### config.mk
export PLATFORM = sky130hd
export DESIGN_NAME = swlr_ctrl
export DESIGN_NICKNAME = d
export VERILOG_FILES = /design/src/design/swlr_pkg.sv /design/src/design/swlr_ctrl.sv
export SDC_FILE = /design/constraint.sdc
export NUM_CORES = 1
export LEC_CHECK = 0
export BUFFER_PORTS_ARGS = -buffer_cell sky130_fd_sc_hd__buf_2
export CAP_MARGIN = 15
export CORE_MARGIN = 2
export CORE_UTILIZATION = 55
export CTS_CLUSTER_SIZE = 28
export DETAILED_ROUTE_END_ITERATION = 12
export GPL_TIMING_DRIVEN = 0
export PLACE_DENSITY = 0.86
export SETUP_SLACK_MARGIN = 0.2
export SLEW_MARGIN = 20
export SYNTH_ARGS = -nofsm -noshare
export SYNTH_HDL_FRONTEND = slang
export SYNTH_SLANG_ARGS = --single-unit
### constraint.sdc
create_clock -name clk -period 2.25 [get_ports clk]
set_input_delay 0.225 -clock clk [delete_from_list [all_inputs] [get_ports clk]]
set_output_delay 0.225 -clock clk [all_outputs]
set_load 0.01 [all_outputs]
### src/design/swlr_pkg.sv
// Shared constants, codes, handshake structs and saturation helper for the line-fit block.
package swlr_pkg;

	localparam int DATA_W = 32;
	localparam int FIX_W = 48;
	localparam int WIDE_W = 128;
	localparam int FRAC = 16;
	localparam int MUL_STEPS = 48;
	localparam int MUL_BW = MUL_STEPS + 1;
	localparam int WS_W = 7;
	localparam int WS_RESET = 64;
	localparam int DEF_WINDOW_DEPTH = 64;

	localparam logic [1:0] REQ_ADD = 2'd0;
	localparam logic [1:0] REQ_FIT = 2'd1;
	localparam logic [1:0] REQ_PREDICT = 2'd2;
	localparam logic [1:0] REQ_CLEAR = 2'd3;

	localparam logic [1:0] ST_OK = 2'd0;
	localparam logic [1:0] ST_FEW = 2'd1;
	localparam logic [1:0] ST_ZERO = 2'd2;

	localparam int OP_W = 5;
	localparam logic [OP_W-1:0] OP_NOP = 5'd0;
	localparam logic [OP_W-1:0] OP_LATCH = 5'd1;
	localparam logic [OP_W-1:0] OP_ADD = 5'd2;
	localparam logic [OP_W-1:0] OP_CLEAR = 5'd3;
	localparam logic [OP_W-1:0] OP_FINIT = 5'd4;
	localparam logic [OP_W-1:0] OP_RD = 5'd5;
	localparam logic [OP_W-1:0] OP_XY = 5'd6;
	localparam logic [OP_W-1:0] OP_XX = 5'd7;
	localparam logic [OP_W-1:0] OP_ACC = 5'd8;
	localparam logic [OP_W-1:0] OP_M_DEN1 = 5'd9;
	localparam logic [OP_W-1:0] OP_C_DEN1 = 5'd10;
	localparam logic [OP_W-1:0] OP_M_DEN2 = 5'd11;
	localparam logic [OP_W-1:0] OP_C_DEN2 = 5'd12;
	localparam logic [OP_W-1:0] OP_M_NUM1 = 5'd13;
	localparam logic [OP_W-1:0] OP_C_NUM1 = 5'd14;
	localparam logic [OP_W-1:0] OP_M_NUM2 = 5'd15;
	localparam logic [OP_W-1:0] OP_C_NUM2 = 5'd16;
	localparam logic [OP_W-1:0] OP_D_SLOPE = 5'd17;
	localparam logic [OP_W-1:0] OP_C_SLOPE = 5'd18;
	localparam logic [OP_W-1:0] OP_M_T = 5'd19;
	localparam logic [OP_W-1:0] OP_C_T = 5'd20;
	localparam logic [OP_W-1:0] OP_D_ICPT = 5'd21;
	localparam logic [OP_W-1:0] OP_C_ICPT = 5'd22;
	localparam logic [OP_W-1:0] OP_M_PRED = 5'd23;
	localparam logic [OP_W-1:0] OP_C_PRED1 = 5'd24;
	localparam logic [OP_W-1:0] OP_PRED2 = 5'd25;
	localparam logic [OP_W-1:0] OP_RESULT = 5'd26;

	typedef struct packed {
		logic [OP_W-1:0] op;
		logic [1:0] res_status;
	} cmd_t;

	typedef struct packed {
		logic [1:0] req;
		logic few;
		logic walk_done;
		logic den_zero;
		logic mul_done;
		logic div_done;
		logic out_free;
	} stat_t;

	localparam logic signed [FIX_W-1:0] FIX_MAX = {1'b0, {(FIX_W-1){1'b1}}};
	localparam logic signed [FIX_W-1:0] FIX_MIN = {1'b1, {(FIX_W-1){1'b0}}};

	// Saturate a wide two's-complement value to the 48-bit result format.
	function automatic logic signed [FIX_W-1:0] sat_fix(input logic signed [WIDE_W-1:0] v);
		logic [WIDE_W-FIX_W:0] top;
		top = v[WIDE_W-1:FIX_W-1];
		if (top == '0 || top == '1) return v[FIX_W-1:0];
		else if (v[WIDE_W-1]) return FIX_MIN;
		else return FIX_MAX;
	endfunction

endpackage

### src/design/swlr_ctrl.sv
// Controller state machine that sequences datapath operations for each request.
module swlr_ctrl (
	input logic clk,
	input logic arst_n,
	input logic in_valid,
	output logic in_ready,
	output swlr_pkg::cmd_t cmd,
	input swlr_pkg::stat_t stat
);
	import swlr_pkg::*;

	localparam logic [4:0] S_IDLE = 5'd0;
	localparam logic [4:0] S_DISP = 5'd1;
	localparam logic [4:0] S_ADD = 5'd2;
	localparam logic [4:0] S_CLR = 5'd3;
	localparam logic [4:0] S_FINIT = 5'd4;
	localparam logic [4:0] S_RD = 5'd5;
	localparam logic [4:0] S_XY = 5'd6;
	localparam logic [4:0] S_XX = 5'd7;
	localparam logic [4:0] S_ACC = 5'd8;
	localparam logic [4:0] S_DEN1 = 5'd9;
	localparam logic [4:0] S_DEN1W = 5'd10;
	localparam logic [4:0] S_DEN2 = 5'd11;
	localparam logic [4:0] S_DEN2W = 5'd12;
	localparam logic [4:0] S_CHK = 5'd13;
	localparam logic [4:0] S_NUM1 = 5'd14;
	localparam logic [4:0] S_NUM1W = 5'd15;
	localparam logic [4:0] S_NUM2 = 5'd16;
	localparam logic [4:0] S_NUM2W = 5'd17;
	localparam logic [4:0] S_SLP = 5'd18;
	localparam logic [4:0] S_SLPW = 5'd19;
	localparam logic [4:0] S_T = 5'd20;
	localparam logic [4:0] S_TW = 5'd21;
	localparam logic [4:0] S_ICP = 5'd22;
	localparam logic [4:0] S_ICPW = 5'd23;
	localparam logic [4:0] S_PRED = 5'd24;
	localparam logic [4:0] S_PREDW = 5'd25;
	localparam logic [4:0] S_PRED2 = 5'd26;
	localparam logic [4:0] S_DONE = 5'd27;

	logic [4:0] state_q, state_d;
	logic [1:0] status_q, status_d;

	always_comb begin
		state_d = state_q;
		status_d = status_q;
		in_ready = 1'b0;
		cmd.op = OP_NOP;
		cmd.res_status = status_q;
		unique case (state_q)
			S_IDLE: begin
				in_ready = 1'b1;
				if (in_valid) begin
					cmd.op = OP_LATCH;
					status_d = ST_OK;
					state_d = S_DISP;
				end
			end
			S_DISP: begin
				unique case (stat.req)
					REQ_ADD: state_d = S_ADD;
					REQ_FIT: begin
						if (stat.few) begin
							status_d = ST_FEW;
							state_d = S_DONE;
						end else begin
							state_d = S_FINIT;
						end
					end
					REQ_PREDICT: state_d = S_PRED;
					default: state_d = S_CLR;
				endcase
			end
			S_ADD: begin cmd.op = OP_ADD; state_d = S_DONE; end
			S_CLR: begin cmd.op = OP_CLEAR; state_d = S_DONE; end
			S_FINIT: begin cmd.op = OP_FINIT; state_d = S_RD; end
			S_RD: begin cmd.op = OP_RD; state_d = S_XY; end
			S_XY: begin cmd.op = OP_XY; state_d = S_XX; end
			S_XX: begin cmd.op = OP_XX; state_d = S_ACC; end
			S_ACC: begin
				cmd.op = OP_ACC;
				state_d = stat.walk_done ? S_DEN1 : S_RD;
			end
			S_DEN1: begin cmd.op = OP_M_DEN1; state_d = S_DEN1W; end
			S_DEN1W: if (stat.mul_done) begin cmd.op = OP_C_DEN1; state_d = S_DEN2; end
			S_DEN2: begin cmd.op = OP_M_DEN2; state_d = S_DEN2W; end
			S_DEN2W: if (stat.mul_done) begin cmd.op = OP_C_DEN2; state_d = S_CHK; end
			S_CHK: begin
				if (stat.den_zero) begin
					status_d = ST_ZERO;
					state_d = S_DONE;
				end else begin
					state_d = S_NUM1;
				end
			end
			S_NUM1: begin cmd.op = OP_M_NUM1; state_d = S_NUM1W; end
			S_NUM1W: if (stat.mul_done) begin cmd.op = OP_C_NUM1; state_d = S_NUM2; end
			S_NUM2: begin cmd.op = OP_M_NUM2; state_d = S_NUM2W; end
			S_NUM2W: if (stat.mul_done) begin cmd.op = OP_C_NUM2; state_d = S_SLP; end
			S_SLP: begin cmd.op = OP_D_SLOPE; state_d = S_SLPW; end
			S_SLPW: if (stat.div_done) begin cmd.op = OP_C_SLOPE; state_d = S_T; end
			S_T: begin cmd.op = OP_M_T; state_d = S_TW; end
			S_TW: if (stat.mul_done) begin cmd.op = OP_C_T; state_d = S_ICP; end
			S_ICP: begin cmd.op = OP_D_ICPT; state_d = S_ICPW; end
			S_ICPW: if (stat.div_done) begin cmd.op = OP_C_ICPT; state_d = S_DONE; end
			S_PRED: begin cmd.op = OP_M_PRED; state_d = S_PREDW; end
			S_PREDW: if (stat.mul_done) begin cmd.op = OP_C_PRED1; state_d = S_PRED2; end
			S_PRED2: begin cmd.op = OP_PRED2; state_d = S_DONE; end
			S_DONE: begin
				if (stat.out_free) begin
					cmd.op = OP_RESULT;
					state_d = S_IDLE;
				end
			end
			default: state_d = S_IDLE;
		endcase
	end

	always_ff @(posedge clk or negedge arst_n) begin
		if (!arst_n) begin
			state_q <= S_IDLE;
			status_q <= ST_OK;
		end else begin
			state_q <= state_d;
			status_q <= status_d;
		end
	end
endmodule

==> metrics.md <==
| Metric | Value |
|---|---|
| Most used DFF post-synth | dfrtp_1 |
| Flops & latches, synth | 7 |
| PwrDens | 1630 nW/um^2 |
| Final Hold Vio Count | 0 |
| Min-delay worst type | in2async |
| Yosys warns | 0 |
| Clock Sinks | 7 |
| Worst-path clk slew | 0.06 ns |
| CTS tree | built |
| Post-DRT Antenna Nets | 0 |
| Placer Congestion | 1.04 |
| Die extent in x | 46.8 um |
| CP arrival | 1.78 ns |
| Crit path launch type | flip-flop |
| WL per Instance | 17.2 um |
| Initial DRC count | 84 |
| Cts bufs inserted | 3 |
| Vias in the first global route | 1109 |
| Reg2reg setup slack | 0.26 ns |
| Max Cap Viol | 0 |
| Outcome | finished clean |
| CP max-delay cell | maj3_1 |
| Max-slew headroom | 0.665 |
| Die ar. | 2190 um^2 |
| Crit end category | primary output |
| Post-synth cell types | 51 |
| Total Wirelength | 3380 um |
| Clock power share | 0.057 |
| Starting Density | 0.584 |
| Avg Inst Size Synth | 6.91 um^2 |
| Final TNS setup | 0 ns |
| Critical path class | reg2out |
| Leading area contributor after synthesis | dfrtp_1 |
| Initial antenna violation count | 0 |
| Row Count | 15 |
| Critical-path cell list | buf_4, inv_1, maj3_1, a21oi_2, o221ai_2, buf_2 |
| Leading cell type by number of instances after synthesis | nand2_1 |
| Cells after Synth | 146 |
| Syn_nets | 157 |
| Post-DR vias/cell | 6.73 |
| RSZ-0062 raised after global routing | no |
| # DRC | 0 |
| Part of the power in registers | 0.116 |
| Final Util | 0.730 |
| Internal power | 0.965 mW |
| Leak Pwr | 0.537 nW |
| DR pass1 iterations | 4 |
| Global Route Usage Sum | 0.332 |
| Largest cells by area after synthesis | dfrtp_1 (17%), o21ai_0 (8.9%), nand2_1 (7.1%) |
| Cell count of the worst reg-to-reg path | 4 |
| Post-synthesis cell area | 1010 um^2 |
| Share of the yosys chip area belonging to registers | 0.174 |
| Combinational share of power | 0.827 |
| Gr ovfl total | 0 |
| Core area | 1730 um^2 |
| Clk root buf | clkbuf_4 |
| Final-report setup violation count | 0 |
| Fmax | 499 MHz |
| Worst-Skew Late Latency | 0.25 ns |
| Asr flop ratio synth | 1.00 |
| CP max stage delay | 0.39 ns |
| Fin crit period | 2.01 ns |
| PortBufs | 17 |
| Worst Hold Margin | 0.337 ns |
| Synth top area share | 0.174 |
| P&R area growth vs syn | 25.1% |
| Ports | 19 |
| Clk buf depth | 2 |
| Period utilization | 0.891 |
| Final Max Slew Viols | 0 |
| Reg-to-Reg End | state_q[0] |
| Largest net degree at the start of global routing | 11 |
| Synth cell count leaders | nand2_1 (19), o21ai_0 (18), nor2_1 (13) |
| Worst Path Required | 2.03 ns |
| Worst VDD drop | 0.737 mV |
| Sw Pwr | 1.09 mW |
| Crit Reg-Reg Startpoint | state_q[2] |
| Antenna cells | 0 |
| Layout Nets | 183 |
| Hpwl dp | 2450 um |
| EDFF count, synth | 0 |
| Layout cell share with drive strength beyond 1 | 0.287 |
| Chip height | 46.8 um |
| Worst Skew | 0.00353 ns |
| Slew @ Worst Pin | 0.497 ns |
| First-pass GRT wire length | 5140 um |
| Critical-path maximum fanout | 10 |
| H-Tree Depth | 1 |
| Sw frac | 0.530 |
| DR vias | 1319 |
[registers in the layout (all words and copies together) (netlist names)]
signal,cells
state_q,5
status_q,2
[cells by family (layout without fill, tap and decap cells)]
family	Yosys count	after routing	synth area share
buffers and inverters	21	46	0.0906
and+or+nand+nor	51	51	0.254
AOI/OAI and AO/OA	58	58	0.387
muxes	6	6	0.0670
DFF	7	7	0.174
adders and majority gates	1	1	0.00993
xor gates and xnor gates	2	2	0.0174
[cells in the final DEF (no fill, tap or decap), types with 4 or more instances in the layout]
cell / count
buf_6: 4
nor2_1: 12
buf_4: 9
inv_1: 6
o21ai_0: 18
nand2_1: 17
a21oi_1: 10
buf_2: 18
dfrtp_1: 6
[how the worst max path moves through the flow]
| stage | start | endpoint | slack, ns | depth (start not counted) |
|---|---|---|---|---|
| final | state_q[0] | cmd[4] | 0.24 | 6 |
| after global routing | state_q[1] | cmd[4] | 0.18 | 6 |
| after CTS | state_q[1] | cmd[4] | 0.20 | 6 |
| after detailed placement | state_q[4] | cmd[4] | 0.07 | 7 |
| after global placement | state_q[4] | cmd[4] | 0.08 | 7 |
| after floorplan | state_q[3] | state_q[0] | 0.35 | 5 |
[routing by layer]
| layer | vias up | part of all wire | track usage |
|---|---|---|---|
| li1 | 605 | - | - |
| met1 | 601 | 0.38 | 0.460 |
| met2 | 96 | 0.47 | 0.526 |
| met3 | 17 | 0.12 | 0.0577 |
| met4 | 0 | 0.030 | 0.106 |
| met5 | - | 0 | 0 |
[critical path, delay by kind of cell, from the launching register on]
family	cells	cell delay, ns
AOI/OAI and AO/OA	2	0.31
DFF	1	0.34
buffers and inverters	3	0.50
adders and majority gates	1	0.39
[per-stage QoR]
stage          setup slack [ns]  power [mW]  std cells  cell area, um^2
2_1_floorplan             0.354        1.30        146             1010
3_3_place_gp             0.0781        1.66        188             1120
3_5_place_dp             0.0692        1.70        188             1120
4_1_cts                   0.204        1.87        193             1190
5_1_grt                   0.180        2.21        196             1260
6_report                  0.245        2.05        196             1260
[final cells by class]
class | count | area [um^2]
tap | 25 | 31.3
multi-input combinational | 118 | 773
sequential | 7 | 176
inverter | 6 | 22.5
fill | 148 | 465
timing repair buffer | 21 | 118
clock buffer | 4 | 26.3
buffer | 15 | 114
[timing repair]
action / 4_1_cts / 5_1_grt
gates resized for setup: 15 / 21
endpoints found under the hold margin: 7 / 0
setup endpoints to repair: 5 / 6
hold buffers: 1 / 0
setup buffers: 0 / 3
cloned: 0 / 0
pin swaps: 0 / 3
[power by group through the flow]
stage / Sequential (mW) / Clock, mW / Combinational (mW)
3_3_place_gp: 0.235 / 0 / 1.42
3_5_place_dp: 0.240 / 0 / 1.46
2_1_floorplan: 0.233 / 0 / 1.07
4_1_cts: 0.238 / 0.118 / 1.52
5_1_grt: 0.244 / 0.126 / 1.84
6_report: 0.237 / 0.117 / 1.70
Note: power is estimated with default switching activity, not from simulation.
